[config.mk]
export PLATFORM = sky130hd
export DESIGN_NAME = palette_rle_pixel_decoder
export DESIGN_NICKNAME = d
export VERILOG_FILES = /design/src/rtl/prd_pkg.sv /design/src/rtl/prd_step.sv /design/src/rtl/palette_rle_pixel_decoder.sv
export VERILOG_INCLUDE_DIRS = /design/src /design/src/rtl
export SDC_FILE = /design/constraint.sdc
export NUM_CORES = 1
export LEC_CHECK = 0
export BUFFER_PORTS_ARGS = -buffer_cell sky130_fd_sc_hd__buf_2
export CAP_MARGIN = 10
export CORE_ASPECT_RATIO = 1.75
export CORE_MARGIN = 4
export CORE_UTILIZATION = 55
export DETAILED_ROUTE_END_ITERATION = 7
export PLACE_DENSITY = 0.7
export SETUP_SLACK_MARGIN = 0.3
export SLEW_MARGIN = 5
export SYNTH_ARGS = -nofsm -noshare
export SYNTH_HDL_FRONTEND = slang
export SYNTH_SLANG_ARGS = --single-unit
[constraint.sdc]
create_clock -name clk_i -period 15.2 [get_ports clk_i]
set_clock_uncertainty 0.2 [all_clocks]
set_input_delay 1.52 -clock clk_i [delete_from_list [all_inputs] [get_ports clk_i]]
set_output_delay 1.52 -clock clk_i [all_outputs]
set_load 0.005 [all_outputs]
[src/rtl/palette_rle_pixel_decoder_macros.svh]
// ----------------------------------------------------------------------------
// Assertion macros for the palette RLE pixel decoder
// Shared shorthand for clocked, reset-qualified concurrent checks.
// ----------------------------------------------------------------------------
`ifndef PALETTE_RLE_PIXEL_DECODER_MACROS_SVH
`define PALETTE_RLE_PIXEL_DECODER_MACROS_SVH

// Check that cons holds in the same cycle as ante.
`define PRD_ASSERT_SAME(label, ante, cons, msg) \
  label: assert property (@(posedge clk_i) disable iff (!rst_ni) (ante) |-> (cons)) \
    else $error(msg);

// Check that cons holds in the cycle after ante.
`define PRD_ASSERT_NEXT(label, ante, cons, msg) \
  label: assert property (@(posedge clk_i) disable iff (!rst_ni) (ante) |=> (cons)) \
    else $error(msg);

`endif

[src/rtl/prd_pkg.sv]
// ----------------------------------------------------------------------------
// Palette RLE pixel decoder package
// Beat types, decoder state, register indexes and code byte field positions.
// ----------------------------------------------------------------------------
package prd_pkg;

  localparam int unsigned PixCntW   = 17;
  localparam int unsigned PairCntW  = 16;
  localparam int unsigned ColorW    = 32;
  localparam int unsigned ColorCntW = 4;
  localparam int unsigned RepeatW   = 7;
  localparam int unsigned CfgIdxW   = 3;
  localparam int unsigned CfgDataW  = 64;
  localparam int unsigned PalIdxW   = 3;

  // Code byte fields
  localparam int unsigned PrefixBit = 7;
  localparam int unsigned DoubleBit = 6;

  // Register indexes on the configuration port
  typedef enum logic [CfgIdxW-1:0] {
    CfgColorCount = 3'd0,
    CfgPixelCount = 3'd1,
    CfgPalette01  = 3'd2,
    CfgPalette23  = 3'd3,
    CfgPalette45  = 3'd4,
    CfgPalette67  = 3'd5
  } cfg_reg_e;

  typedef logic [3:0][CfgDataW-1:0] palette_t;

  typedef struct packed {
    logic [7:0] code_byte;
    logic       last_byte;
  } code_beat_t;

  typedef struct packed {
    logic [ColorW-1:0]   first_color;
    logic [ColorW-1:0]   second_color;
    logic [PairCntW-1:0] pair_count;
    logic                second_dropped;
    logic                image_complete;
  } run_beat_t;

  typedef struct packed {
    logic               awaiting_pair;
    logic [RepeatW-1:0] pending_repeat;
    logic [PixCntW-1:0] pixels_done;
    logic               image_full;
  } dec_state_t;

  localparam dec_state_t DecStateReset = '{
    awaiting_pair:  1'b0,
    pending_repeat: '0,
    pixels_done:    '0,
    image_full:     1'b0
  };

endpackage

[src/rtl/prd_step.sv]
// ----------------------------------------------------------------------------
// Palette RLE pixel decoder step
// Decodes one code byte against the current image state: prefix capture,
// run length clamp, palette lookup and next state.
// ----------------------------------------------------------------------------
module prd_step
  import prd_pkg::*;
(
  input  dec_state_t               state_i,
  input  code_beat_t               beat_i,
  input  logic [ColorCntW-1:0]     color_count_i,
  input  logic [PixCntW-1:0]       total_i,
  input  palette_t                 palette_i,
  output dec_state_t               state_o,
  output logic                     res_valid_o,
  output run_beat_t                res_o
);

  logic               active;
  logic               have_pair;
  logic [PixCntW-1:0] repeat_cnt;
  logic [PixCntW-1:0] left;
  logic [PixCntW-1:0] need;
  logic [PixCntW-1:0] pairs;
  logic [PixCntW:0]   pix_run;
  logic [PixCntW:0]   done_sum;
  logic [PixCntW-1:0] done_next;
  logic               dropped;
  logic [PalIdxW-1:0] idx_a;
  logic [PalIdxW-1:0] idx_b;
  dec_state_t         st;

  // Select a palette word; even entries sit in the upper half
  function automatic logic [ColorW-1:0] pal_word(palette_t pal, logic [PalIdxW-1:0] idx);
    logic [CfgDataW-1:0] w;
    w = pal[idx[PalIdxW-1:1]];
    return idx[0] ? w[ColorW-1:0] : w[CfgDataW-1:ColorW];
  endfunction

  // Map indexes past the color count to entry 0
  function automatic logic [PalIdxW-1:0] map_idx(logic [PalIdxW-1:0] idx,
                                                 logic [ColorCntW-1:0] cnt);
    return ({1'b0, idx} < cnt) ? idx : '0;
  endfunction

  always_comb begin
    st          = state_i;
    active      = !state_i.image_full && (state_i.pixels_done < total_i);
    have_pair   = 1'b0;
    repeat_cnt  = '0;

    // Classify the byte: pair after prefix, new prefix, or single/double pair
    if (state_i.awaiting_pair) begin
      repeat_cnt = PixCntW'(state_i.pending_repeat);
      have_pair  = 1'b1;
    end else if (beat_i.code_byte[PrefixBit]) begin
      repeat_cnt = '0;
    end else begin
      repeat_cnt = beat_i.code_byte[DoubleBit] ? PixCntW'(2) : PixCntW'(1);
      have_pair  = 1'b1;
    end

    // Clamp the run to what is left of the image
    left      = total_i - state_i.pixels_done;
    need      = (left >> 1) + PixCntW'(left[0]);
    pairs     = ((repeat_cnt == '0) || (repeat_cnt > need)) ? need : repeat_cnt;
    pix_run   = {pairs, 1'b0};
    dropped   = pix_run > {1'b0, left};
    done_sum  = {1'b0, state_i.pixels_done} + pix_run;
    done_next = dropped ? total_i : done_sum[PixCntW-1:0];

    // Advance state
    if (active) begin
      if (state_i.awaiting_pair) begin
        st.awaiting_pair  = 1'b0;
        st.pending_repeat = '0;
      end else if (beat_i.code_byte[PrefixBit]) begin
        st.awaiting_pair  = 1'b1;
        st.pending_repeat = beat_i.code_byte[RepeatW-1:0];
      end
      if (have_pair) begin
        st.pixels_done = done_next;
        st.image_full  = done_next >= total_i;
      end
    end
    if (beat_i.last_byte) begin
      st = DecStateReset;
    end

    idx_a = map_idx(beat_i.code_byte[5:3], color_count_i);
    idx_b = map_idx(beat_i.code_byte[2:0], color_count_i);

    res_valid_o           = active && have_pair;
    res_o.first_color     = pal_word(palette_i, idx_a);
    res_o.second_color    = pal_word(palette_i, idx_b);
    res_o.pair_count      = pairs[PixCntW-1] ? '1 : pairs[PairCntW-1:0];
    res_o.second_dropped  = dropped;
    res_o.image_complete  = done_next >= total_i;
    state_o               = st;
  end

endmodule

[src/rtl/palette_rle_pixel_decoder.sv]
// ----------------------------------------------------------------------------
// Palette RLE pixel decoder
// Turns compressed icon bytes into palette-colored pixel pair runs.
// ----------------------------------------------------------------------------
//  channel  | direction | handshake            | beat
//  ---------+-----------+----------------------+-------------------------
//  in       | input     | in_valid_i/in_stall_o | code byte, last flag
//  out      | output    | out_valid_o/out_stall_i| two colors, count, flags
//  cfg      | input     | cfg_valid_i/cfg_ready_o| register index, data
//
// One code byte is taken per cycle while in_stall_o is low. The run beat of a
// pair byte goes into the output register, or into the skid register when the
// output register is held, at the edge that accepts the byte. The run clamp
// and next pixel count are combinational. A skid register behind the output
// register takes one more run beat while out_stall_i is high; in_stall_o
// follows the skid register only. Reset clears state and valid flags at once.
// ----------------------------------------------------------------------------
module palette_rle_pixel_decoder
  import prd_pkg::*;
#(
  parameter int unsigned MAX_PIXELS = 65536
) (
  input  logic                 clk_i,
  input  logic                 rst_ni,
  input  logic                 in_valid_i,
  output logic                 in_stall_o,
  input  code_beat_t           in_data_i,
  output logic                 out_valid_o,
  input  logic                 out_stall_i,
  output run_beat_t            out_data_o,
  input  logic                 cfg_valid_i,
  output logic                 cfg_ready_o,
  input  logic [CfgIdxW-1:0]   cfg_index_i,
  input  logic [CfgDataW-1:0]  cfg_wdata_i
);

  `include "palette_rle_pixel_decoder_macros.svh"

  localparam int unsigned CmpW = 25;
  localparam logic [CmpW-1:0] MaxPix = CmpW'(MAX_PIXELS);

  logic [ColorCntW-1:0] color_count_q;
  logic [PixCntW-1:0]   pixel_count_q;
  palette_t             palette_q;

  dec_state_t state_q, state_d;
  logic       res_valid;
  run_beat_t  res;
  logic [PixCntW-1:0] total;

  logic      out_vld_q, out_vld_d;
  logic      skid_vld_q, skid_vld_d;
  run_beat_t out_q, out_d;
  run_beat_t skid_q, skid_d;

  logic in_take;
  logic out_pop;

  assign cfg_ready_o = 1'b1;
  assign in_stall_o  = skid_vld_q;
  assign in_take     = in_valid_i && !in_stall_o;
  assign out_pop     = out_vld_q && !out_stall_i;

  // Cap the pixel count at the build limit
  assign total = ({{(CmpW-PixCntW){1'b0}}, pixel_count_q} > MaxPix) ?
                 MaxPix[PixCntW-1:0] : pixel_count_q;

  // Configuration registers
  always_ff @(posedge clk_i or negedge rst_ni) begin
    if (!rst_ni) begin
      color_count_q <= ColorCntW'(8);
      pixel_count_q <= PixCntW'(256);
      palette_q     <= '0;
    end else if (cfg_valid_i && cfg_ready_o) begin
      unique case (cfg_reg_e'(cfg_index_i))
        CfgColorCount: color_count_q <= cfg_wdata_i[ColorCntW-1:0];
        CfgPixelCount: pixel_count_q <= cfg_wdata_i[PixCntW-1:0];
        CfgPalette01:  palette_q[0]  <= cfg_wdata_i;
        CfgPalette23:  palette_q[1]  <= cfg_wdata_i;
        CfgPalette45:  palette_q[2]  <= cfg_wdata_i;
        CfgPalette67:  palette_q[3]  <= cfg_wdata_i;
        default: ;
      endcase
    end
  end

  prd_step u_step (
    .state_i       (state_q),
    .beat_i        (in_data_i),
    .color_count_i (color_count_q),
    .total_i       (total),
    .palette_i     (palette_q),
    .state_o       (state_d),
    .res_valid_o   (res_valid),
    .res_o         (res)
  );

  // Advance decoder state on each accepted beat
  always_ff @(posedge clk_i or negedge rst_ni) begin
    if (!rst_ni) begin
      state_q <= DecStateReset;
    end else if (in_take) begin
      state_q <= state_d;
    end
  end

  // Output register and skid stage
  always_comb begin
    out_vld_d  = out_vld_q;
    skid_vld_d = skid_vld_q;
    out_d      = out_q;
    skid_d     = skid_q;
    if (out_pop) begin
      out_vld_d = 1'b0;
    end
    if (skid_vld_q && out_pop) begin
      out_vld_d  = 1'b1;
      out_d      = skid_q;
      skid_vld_d = 1'b0;
    end else if (in_take && res_valid) begin
      if (!out_vld_q || out_pop) begin
        out_vld_d = 1'b1;
        out_d     = res;
      end else begin
        skid_vld_d = 1'b1;
        skid_d     = res;
      end
    end
  end

  always_ff @(posedge clk_i or negedge rst_ni) begin
    if (!rst_ni) begin
      out_vld_q  <= 1'b0;
      skid_vld_q <= 1'b0;
    end else begin
      out_vld_q  <= out_vld_d;
      skid_vld_q <= skid_vld_d;
    end
  end

  // Hold payload registers without reset
  always_ff @(posedge clk_i) begin
    out_q  <= out_d;
    skid_q <= skid_d;
  end

  assign out_valid_o = out_vld_q;
  assign out_data_o  = out_q;

  // Checks
  `PRD_ASSERT_SAME(a_skid_behind_out, skid_vld_q, out_vld_q,
                   "skid stage holds a beat while the output register is empty")
  `PRD_ASSERT_SAME(a_pair_count_nonzero, out_vld_q, out_q.pair_count != '0,
                   "run beat with zero pair count")
  `PRD_ASSERT_NEXT(a_last_clears, in_take && in_data_i.last_byte,
                   state_q == DecStateReset,
                   "last byte did not clear the image state")

endmodule
==> qor_table.md, run 1 <==
| Step | Parameter | Reported |
|:---|:---|:---|
| floorplanning | Total number of placement rows | 104 |
| routing | Detailed Route WL | 78.9 mm |
| setup path | Maximum fanout along the worst path | 16 |
| setup path | Cell with the most instances on the worst path | sky130_fd_sc_hd__o21ai_0 |
| run status | Status | finished, violations left |
| cts | CTS tree | done |
| floorplanning | Vertical die dimension | 294 um |
| power | Clock group share of total power | 19.5% |
| sta | Hold Worst Slack | 0.321 ns |
| synthesis | Number of register bits inferred by synthesis | 469 |
| cts | Setup fix buffers added after clock tree synthesis | 0 |
| cts | Clock latency at the later pin of the worst-skew pair | 0.57 ns |
| global route | Via count of the first global-routing pass | 20300 |
| sta | Clock period minus final worst setup slack | 11.29 ns |
| place | Pre-CTS setup slack | 4.08 ns |
| place | I/O Buffers | 164 |
| sta | Worst rel slew slack | 19.5% |
| cts | Clock Pin Slew Worst Setup and Hold Paths | 0.07 ns |
| routing | DRT Pass-1 Iters | 7 |
| sta | Fin crit share | 74.3% |
| global route | Wire length of the first global-routing pass | 120 mm |
| sta | Number of endpoints failing setup at the final stage | 0 |
| synthesis | EDFF count, synth | 164 |
| sta | Final hold vios | 0 |
| setup path | Worst path bufs/invs | 0 |
| cts | H-tree lvl count | 2 |
| cells and area | Layout Utilization | 61.8% |
| global route | Overall routing resource usage | 31.2% |
| global route | Number of antenna violations at the first check in global routing | 5 |
| routing | Detailed Route Iter0 Violations | 1554 |
| floorplanning | I/O pin cnt | 166 |
| synthesis | Number of library cell types mapped by synthesis | 89 |
| place | Routability cong. | 0.979 |
| global route | GRT overflow | 0 |
| routing | Number of remaining DRC errors | 2 |
| cts | Number of CTS-inserted buffers | 44 |
| hold path | HP Class | reg -> reg |
| flow run | Reported max-cap violation count | 0 |
| sta | Unrepaired setup endpoints after global routing | false |
| routing | Via density per instance | 6.30 |
| power | Sequential power share | 32.6% |
| sta | Final number of max-transition violations | 0 |
| setup path | Critical Path End Type | flop |
| synthesis | Flip-flop cell with the highest count after synthesis | sky130_fd_sc_hd__dfrtp_1 |
| setup path | Critical path startpoint category | flop |
| setup path | Family with the most delay on the worst path | compound AO/OA/AOI/OAI gates |
| routing | Via count of the routed design | 19500 |
| cts | Number of gates resized after cts | 0 |
| power | Leakage Power | 11.8 nW |
| place | HPWL after detailed placement | 53.5 mm |
| cells and area | Area added between synthesis and finish | 10.8% |
| synthesis | Synthesized netlist net count | 2529 |
| synthesis | Library cell occupying the most area in the post-synthesis netlist | sky130_fd_sc_hd__dfrtp_1 |
| sta | Final-layout setup total negative slack | 0 ns |
| floorplanning | Starting Density | 55.8% |
| floorplanning | Placeable core region | 46100 um2 |
| synthesis | Cells after synthesis | 2382 |
| setup path | Cell with the biggest individual delay on the critical path | sky130_fd_sc_hd__a41o_1 |
| sta | Max frequency | 0.0885 GHz |
| power | Worst ir drop on vdd | 0.000106 V |
| setup path | Data required time at the worst endpoint | 15.30 ns |
| synthesis | Ys async rst share | 65.0% |
| cts | Count of hold-fix buffers inserted at cts | 0 |
| synthesis | Avg Synthesized Cell Area | 10.8 um2 |
| setup path | Critical path class | reg -> reg |
| power | Relative contribution of combinational cells to total power | 47.9% |
| cts | CTS root buffer | sky130_fd_sc_hd__clkbuf_16 |
| routing | Wirelength per Cell | 25.5 um |
| floorplanning | Die outline area | 50400 um2 |
| global route | Largest net degree at the start of global routing | 116 |
| synthesis | Leading cell types by total area after synthesis | sky130_fd_sc_hd__dfrtp_1 (29%), sky130_fd_sc_hd__edfxtp_1 (19%), sky130_fd_sc_hd__mux2_2 (13%), sky130_fd_sc_hd__mux4_2 (5.5%), sky130_fd_sc_hd__nor2_1 (4.6%) |
| power | Net switching power of the design | 2.40 mW |
| sta | Worst-Margin Slew | 1.20 ns |
| run status | Violations in the final reports | DRC |
| synthesis | Synthesized cell area | 25700 um2 |
| power | Fraction of power spent switching nets | 41.5% |
| power | Internal power summed over all cells | 3.38 mW |
| synthesis | Number of synthesis warnings | 0 |
| setup path | CP Data Arrival Time | 11.39 ns |
| synthesis | Sequential fraction of the synthesis area | 48.9% |
| floorplanning | Die Span X | 171 um |
| setup path | Largest stage delay on the critical path | 0.60 ns |
| cts | Number of buffers on the longest clock path | 3 |
| cells and area | Nets@finish | 2621 |
| routing | DRT antenna net count | 0 |
| power | Cell area power density | 203 nW/um2 |
| sta | Final WS setup | 3.91 ns |
| cts | Total clock sinks | 469 |
| synthesis | Fraction of synthesized cell area taken by the top area cell type | 29.5% |
| cells and area | Layout cell share with drive strength beyond 1 | 27.3% |
[layout by cell type (no fill, tap or decap), drive strengths merged, types with 19 or more instances in the layout]
cell / count
nor2: 312
mux2: 308
dfrtp: 303
nand2: 201
o21ai: 195
buf: 189
edfxtp: 164
a21oi: 132
nand3: 122
inv: 78
ha: 64
mux4: 63
clkbuf: 57
xnor2: 41
a31oi: 19
nor2b: 19
[flip-flops by register name (all words and copies together) (netlist names)]
name	cells
in_stall_o	1
palette_q	256
state_q	26
pixel_count_q	17
out_valid_o	1
out_data_o	82
skid_q	82
color_count_q	4
[metrics by stage]
stage | instances | total power [mW] | cell area, um2
floorplan | 2382 | 3.76 | 25700
global placement | 3011 | 4.59 | 27000
detailed placement | 3011 | 4.64 | 27000
CTS | 3092 | 5.78 | 28500
global route | 3093 | 6.13 | 28500
finish | 3095 | 5.79 | 28500
[worst min-delay path, delay by kind of cell (launching register included)]
kind               cells  cell delay [ns]
and+or+nand+nor        1             0.06
DFF                    1             0.35
AOI/OAI and AO/OA      1             0.07
[power by group through the flow]
| stage | Sequential [mW] | Clock [mW] | Combinational (mW) |
|---|---|---|---|
| 6_report | 1.88 | 1.13 | 2.77 |
| 5_1_grt | 1.91 | 1.19 | 3.03 |
| 4_1_cts | 1.88 | 1.15 | 2.75 |
| 3_5_place_dp | 1.90 | 0 | 2.74 |
| 3_3_place_gp | 1.88 | 0 | 2.70 |
| 2_1_floorplan | 1.84 | 0 | 1.92 |
[final cells by class]
cell class	count	area (um2)
Fill cell	3794	17600
Sequential cell	469	12600
Multi-Input combinational cell	1694	12400
Clock buffer	57	1210
Timing Repair Buffer	189	1020
Tap cell	583	729
Inverter	76	287
Clock inverter	24	241
Antenna cell	3	7.51
[synthesized netlist by cell type (3+ instances only)]
master	number
sky130_fd_sc_hd__o21ai_1	24
sky130_fd_sc_hd__o22ai_1	5
sky130_fd_sc_hd__clkbuf_1	123
sky130_fd_sc_hd__nor2b_1	19
sky130_fd_sc_hd__o21a_1	6
sky130_fd_sc_hd__o21ai_0	170
sky130_fd_sc_hd__xor2_1	11
sky130_fd_sc_hd__nor2_1	312
sky130_fd_sc_hd__ha_1	64
sky130_fd_sc_hd__and3_1	5
sky130_fd_sc_hd__or3_1	6
sky130_fd_sc_hd__a21oi_1	124
sky130_fd_sc_hd__maj3_1	4
sky130_fd_sc_hd__nand4_1	11
sky130_fd_sc_hd__nand3_1	122
sky130_fd_sc_hd__nand2b_1	14
sky130_fd_sc_hd__nor3b_1	4
sky130_fd_sc_hd__nor4_1	9
sky130_fd_sc_hd__and2_1	13
sky130_fd_sc_hd__a21o_1	16
sky130_fd_sc_hd__a31oi_1	19
sky130_fd_sc_hd__xnor2_1	41
sky130_fd_sc_hd__or2_2	3
sky130_fd_sc_hd__inv_1	74
sky130_fd_sc_hd__mux4_2	63
sky130_fd_sc_hd__nand2_1	200
sky130_fd_sc_hd__nor3_1	14
sky130_fd_sc_hd__dfrtp_1	303
sky130_fd_sc_hd__buf_1	10
sky130_fd_sc_hd__o211ai_1	8
sky130_fd_sc_hd__o2111ai_1	3
sky130_fd_sc_hd__a22o_1	11
sky130_fd_sc_hd__buf_2	5
sky130_fd_sc_hd__o21bai_1	6
sky130_fd_sc_hd__mux2_2	308
sky130_fd_sc_hd__a221oi_1	4
sky130_fd_sc_hd__edfxtp_1	164
sky130_fd_sc_hd__mux2i_1	3
sky130_fd_sc_hd__buf_6	3
sky130_fd_sc_hd__a21oi_2	8
sky130_fd_sc_hd__o31ai_1	10
[routing by layer]
metal / part of all wire (%) / GRT usage [%] / wire length, um / vias to the layer above
li1: - / - / - / 8748
met1: 36 / 36.2 / 28100 / 9751
met2: 53 / 55.4 / 41600 / 768
met3: 5.2 / 3.87 / 4140 / 228
met4: 6.4 / 16.9 / 5090 / 6
met5: 0.041 / 0 / 32 / -
[worst paths after layout]
path / to / slack [ns] / from / depth (start not counted)
max in group asynchronous: palette_q[135] / 11.54 / rst_ni / 3
min in group asynchronous: palette_q[214] / 0.82 / rst_ni / 1
worst min register to register: state_q[0] / 0.32 / state_q[0] / 2
worst max register to register: out_data_o[0] / 3.91 / pixel_count_q[3] / 46
worst max-delay path: out_data_o[0] / 3.91 / pixel_count_q[3] / 46
worst min-delay path: state_q[0] / 0.32 / state_q[0] / 2
[kinds of logic (layout without fill, tap and decap cells)]
kind of cell | after synthesis | in the layout | share of synthesized area, %
compound gates | 443 | 443 | 10.3
xor+xnor | 52 | 52 | 1.77
fa+ha+maj | 70 | 70 | 3.43
buf+inv | 219 | 346 | 3.34
flops | 469 | 469 | 48.9
mux | 375 | 375 | 19.2
other cells | 1 | 4 | 0.0146
simple gates | 753 | 753 | 13.1
Note: power is estimated with default switching activity, not from simulation.
==> run 2: changes to the inputs <==
--- a/config.mk
+++ b/config.mk
@@ -6,13 +6,14 @@
 export SDC_FILE = /design/constraint.sdc
 export NUM_CORES = 1
 export LEC_CHECK = 0
+export ABC_AREA = 1
 export BUFFER_PORTS_ARGS = -buffer_cell sky130_fd_sc_hd__buf_2
 export CAP_MARGIN = 10
 export CORE_ASPECT_RATIO = 1.75
 export CORE_MARGIN = 4
 export CORE_UTILIZATION = 55
 export DETAILED_ROUTE_END_ITERATION = 7
-export PLACE_DENSITY = 0.7
+export PLACE_DENSITY = 0.73
 export SETUP_SLACK_MARGIN = 0.3
 export SLEW_MARGIN = 5
 export SYNTH_ARGS = -nofsm -noshare
==> constraint.sdc (replaced) <==
create_clock -name clk_i -period 10.2 [get_ports clk_i]
set_clock_uncertainty 0.2 [all_clocks]
set_input_delay 1.02 -clock clk_i [delete_from_list [all_inputs] [get_ports clk_i]]
set_output_delay 1.02 -clock clk_i [all_outputs]
set_load 0.005 [all_outputs]
==> qor_table.md, run 2 <==
| Step | Parameter | Reported |
|:---|:---|:---|
| run status | Status | finished, final reports clean |
| setup path | CP Data Arrival Time | 9.15 ns |
| cells and area | Final cell count without fillers | 3890 |
| cts | Total clock sinks | 469 |
| sta | Final hold vios | 0 |
| synthesis | Most used standard cells in the synthesized netlist | sky130_fd_sc_hd__nand2_1 (1025), sky130_fd_sc_hd__o21ai_0 (592), sky130_fd_sc_hd__inv_1 (342), sky130_fd_sc_hd__dfrtp_1 (303), sky130_fd_sc_hd__clkbuf_1 (165) |
| setup path | Worst path bufs/invs | 5 |
| cells and area | Nets@finish | 3419 |
| place | I/O Buffers | 164 |
| sta | Clock period minus final worst setup slack | 9.03 ns |
| floorplanning | Die Span X | 172 um |
| place | Pre-CTS setup slack | 1.04 ns |
| floorplanning | Vertical die dimension | 295 um |
| power | Cell area power density | 301 nW/um2 |
| cells and area | Layout cell share with drive strength beyond 1 | 12.7% |
| setup path | Worst reg2reg path depth | 59 |
| global route | Largest net degree at the start of global routing | 102 |
| floorplanning | Die outline area | 50700 um2 |
| global route | Via count of the first global-routing pass | 22400 |
| setup path | Maximum fanout along the worst path | 24 |
| sta | Unrepaired setup endpoints after global routing | false |
| cells and area | Max reg flops | 256 |
| cells and area | Commonest cells after routing, fill and taps aside | sky130_fd_sc_hd__nand2_1 (1023), sky130_fd_sc_hd__o21ai_0 (589), sky130_fd_sc_hd__inv_1 (340) |
| setup path | Critical path startpoint category | flop |
| synthesis | Sequential fraction of the synthesis area | 48.5% |
| floorplanning | Total number of placement rows | 104 |
| sta | Fin crit share | 88.5% |
| place | Routability cong. | 0.989 |
| floorplanning | Starting Density | 55.9% |
| routing | DRT antenna net count | 0 |
| synthesis | Fraction of synthesized cell area taken by the top area cell type | 29.3% |
| cts | Number of gates resized after cts | 0 |
| cts | Number of buffers on the longest clock path | 3 |
| setup path | Data required time at the worst endpoint | 10.32 ns |
| cts | Count of hold-fix buffers inserted at cts | 0 |
| setup path | Cell with the most instances on the worst path | sky130_fd_sc_hd__nand2_1 |
| cts | CTS tree | done |
| place | HPWL after detailed placement | 54.3 mm |
| sta | Number of endpoints failing setup at the final stage | 0 |
| setup path | Cell with the biggest individual delay on the critical path | sky130_fd_sc_hd__fa_1 |
| synthesis | Avg Synthesized Cell Area | 8.05 um2 |
| hold path | HP Class | in -> async |
| setup path | Largest stage delay on the critical path | 0.45 ns |
| setup path | Total stage count of the critical path | 59 |
| power | Worst ir drop on vdd | 0.000142 V |
| setup path | Critical Path End Type | flop |
| setup path | Family with the most delay on the worst path | simple AND/OR/NAND/NOR gates |
| routing | Via count of the routed design | 22700 |
| power | Clock group share of total power | 19.7% |
| cts | CTS root buffer | sky130_fd_sc_hd__clkbuf_16 |
| synthesis | Leading cell types by total area after synthesis | sky130_fd_sc_hd__dfrtp_1 (29%), sky130_fd_sc_hd__edfxtp_1 (19%), sky130_fd_sc_hd__nand2_1 (15%), sky130_fd_sc_hd__o21ai_0 (11%), sky130_fd_sc_hd__inv_1 (5.0%) |
| power | Net switching power of the design | 3.83 mW |
| power | Relative contribution of combinational cells to total power | 48.8% |
| routing | Number of remaining DRC errors | 0 |
| synthesis | Synthesized cell area | 25900 um2 |
| synthesis | Number of register bits inferred by synthesis | 469 |
| power | Internal power summed over all cells | 4.77 mW |
| global route | Number of antenna violations at the first check in global routing | 0 |
| cells and area | Antenna diode count | 0 |
| global route | Wire length of the first global-routing pass | 123 mm |
| sta | Worst-Margin Slew | 1.15 ns |
| cts | Clock Pin Slew Worst Setup and Hold Paths | 0.06 ns |
| sta | Max frequency | 0.111 GHz |
| routing | Via density per instance | 5.83 |
| setup path | Critical path class | reg -> reg |
| floorplanning | I/O pin cnt | 166 |
| place | Placed Cells | 3809 |
| global route | GRT overflow | 0 |
| routing | Wirelength per Cell | 20.3 um |
| cells and area | Biggest register | palette_q |
| synthesis | Number of library cell types mapped by synthesis | 48 |
| cells and area | Area added between synthesis and finish | 10.4% |
| global route | Overall routing resource usage | 31.0% |
| power | Leakage Power | 13.7 nW |
| cts | Number of CTS-inserted buffers | 44 |
| power | Fraction of power spent switching nets | 44.5% |
| sta | Worst rel slew slack | 23.6% |
| cts | H-tree lvl count | 2 |
| sta | Final WS setup | 1.17 ns |
| flow run | Reported max-cap violation count | 0 |
| synthesis | Flip-flop cell with the highest count after synthesis | sky130_fd_sc_hd__dfrtp_1 |
| floorplanning | Placeable core region | 46300 um2 |
| cts | Setup fix buffers added after clock tree synthesis | 0 |
| routing | Detailed Route Iter0 Violations | 2053 |
| synthesis | EDFF count, synth | 164 |
| synthesis | Library cell occupying the most area in the post-synthesis netlist | sky130_fd_sc_hd__dfrtp_1 |
| synthesis | Ys async rst share | 65.0% |
| routing | DRT Pass-1 Iters | 8 |
| routing | Detailed Route WL | 78.9 mm |
| synthesis | Cells after synthesis | 3215 |
| sta | Final number of max-transition violations | 0 |
| synthesis | Number of synthesis warnings | 0 |
| cts | Clock latency at the later pin of the worst-skew pair | 0.57 ns |
| synthesis | Synthesized netlist net count | 3362 |
| cells and area | Commonest non-fill, non-tap cell in the layout | sky130_fd_sc_hd__nand2_1 |
| synthesis | Most instantiated library cell after synthesis | sky130_fd_sc_hd__nand2_1 |
| sta | Final-layout setup total negative slack | 0 ns |
| power | Sequential power share | 31.5% |
-- run 2: cell count changes after synthesis, moves of 38 or more --
cell,change
sky130_fd_sc_hd__nand3_1,-50
sky130_fd_sc_hd__mux4_2,-63
sky130_fd_sc_hd__o211ai_1,+123
sky130_fd_sc_hd__nand2_1,+825
sky130_fd_sc_hd__a21oi_1,-91
sky130_fd_sc_hd__nor2_1,-238
sky130_fd_sc_hd__mux2_2,-244
sky130_fd_sc_hd__clkbuf_1,+42
sky130_fd_sc_hd__inv_1,+268
sky130_fd_sc_hd__o21ai_0,+422
sky130_fd_sc_hd__xnor2_1,-38
-- run 2: final timing paths --
check | startpoint | to | slack, ns
max in group asynchronous | rst_ni | palette_q[128] | 7.14
setup reg to reg | pixel_count_q[3] | skid_q[0] | 1.17
hold reg to reg | palette_q[234] | palette_q[234] | 0.28
min in group clk_i | palette_q[234] | palette_q[234] | 0.28
setup / recovery | pixel_count_q[3] | skid_q[0] | 1.17
hold / removal | rst_ni | state_q[17] | 0.26
-- run 2: cell type report --
| class | instances | area [um2] |
|---|---|---|
| inverter | 350 | 1320 |
| clock inverter | 18 | 194 |
| clock buffer | 63 | 1290 |
| fill | 4091 | 17700 |
| multi-input combinational | 2216 | 11400 |
| timing repair buffer | 191 | 1040 |
| sequential | 469 | 12600 |
| tap | 583 | 729 |
-- run 2: stage by stage --
stage / hold slack [ns] / power (mW) / util, % / area, um2
after floorplan: 0.253 / 5.50 / - / 25900
after global placement: 0.266 / 6.75 / 58.4 / 27100
after detailed placement: 0.273 / 6.86 / 58.4 / 27100
after CTS: 0.289 / 8.58 / 61.6 / 28600
after global routing: 0.302 / 9.23 / 61.7 / 28600
final: 0.261 / 8.60 / 61.7 / 28600
-- run 2: worst register-to-register path, delay by kind of cell, from the launching register on --
family / cells / cell delay [ns]
flops: 1 / 0.43
buf+inv: 5 / 0.49
simple gates: 28 / 2.66
compound gates: 17 / 2.66
fa+ha+maj: 7 / 1.97
xor+xnor: 2 / 0.38
-- run 2: logic make-up (layout without fill, tap and decap cells) --
family                     Yosys count  after routing  share of synthesized area (%)
and+or+nand+nor                   1271           1271                           20.1
other                                1              1                         0.0145
xor gates and xnor gates            16             16                          0.541
AOI/OAI and AO/OA                  798            798                           17.0
buffers and inverters              530            622                           7.81
DFF                                469            469                           48.5
muxes                               64             64                           2.78
adders and majority gates           66             66                           3.25
-- run 2: power by group through the flow --
stage	sequential [mW]	combinational (mW)	clock, mW
2_1_floorplan	2.71	2.79	0
3_3_place_gp	2.72	4.03	0
3_5_place_dp	2.74	4.12	0
4_1_cts	2.70	4.16	1.72
5_1_grt	2.74	4.70	1.80
6_report	2.71	4.20	1.70
-- run 2: layer usage --
metal | GRT usage, % | up-vias | part of all wire (%)
li1 | - | 10700 | -
met1 | 36.6 | 10800 | 37
met2 | 54.7 | 916 | 51
met3 | 3.49 | 233 | 5.9
met4 | 16.6 | 0 | 6.6
met5 | 0 | - | 0
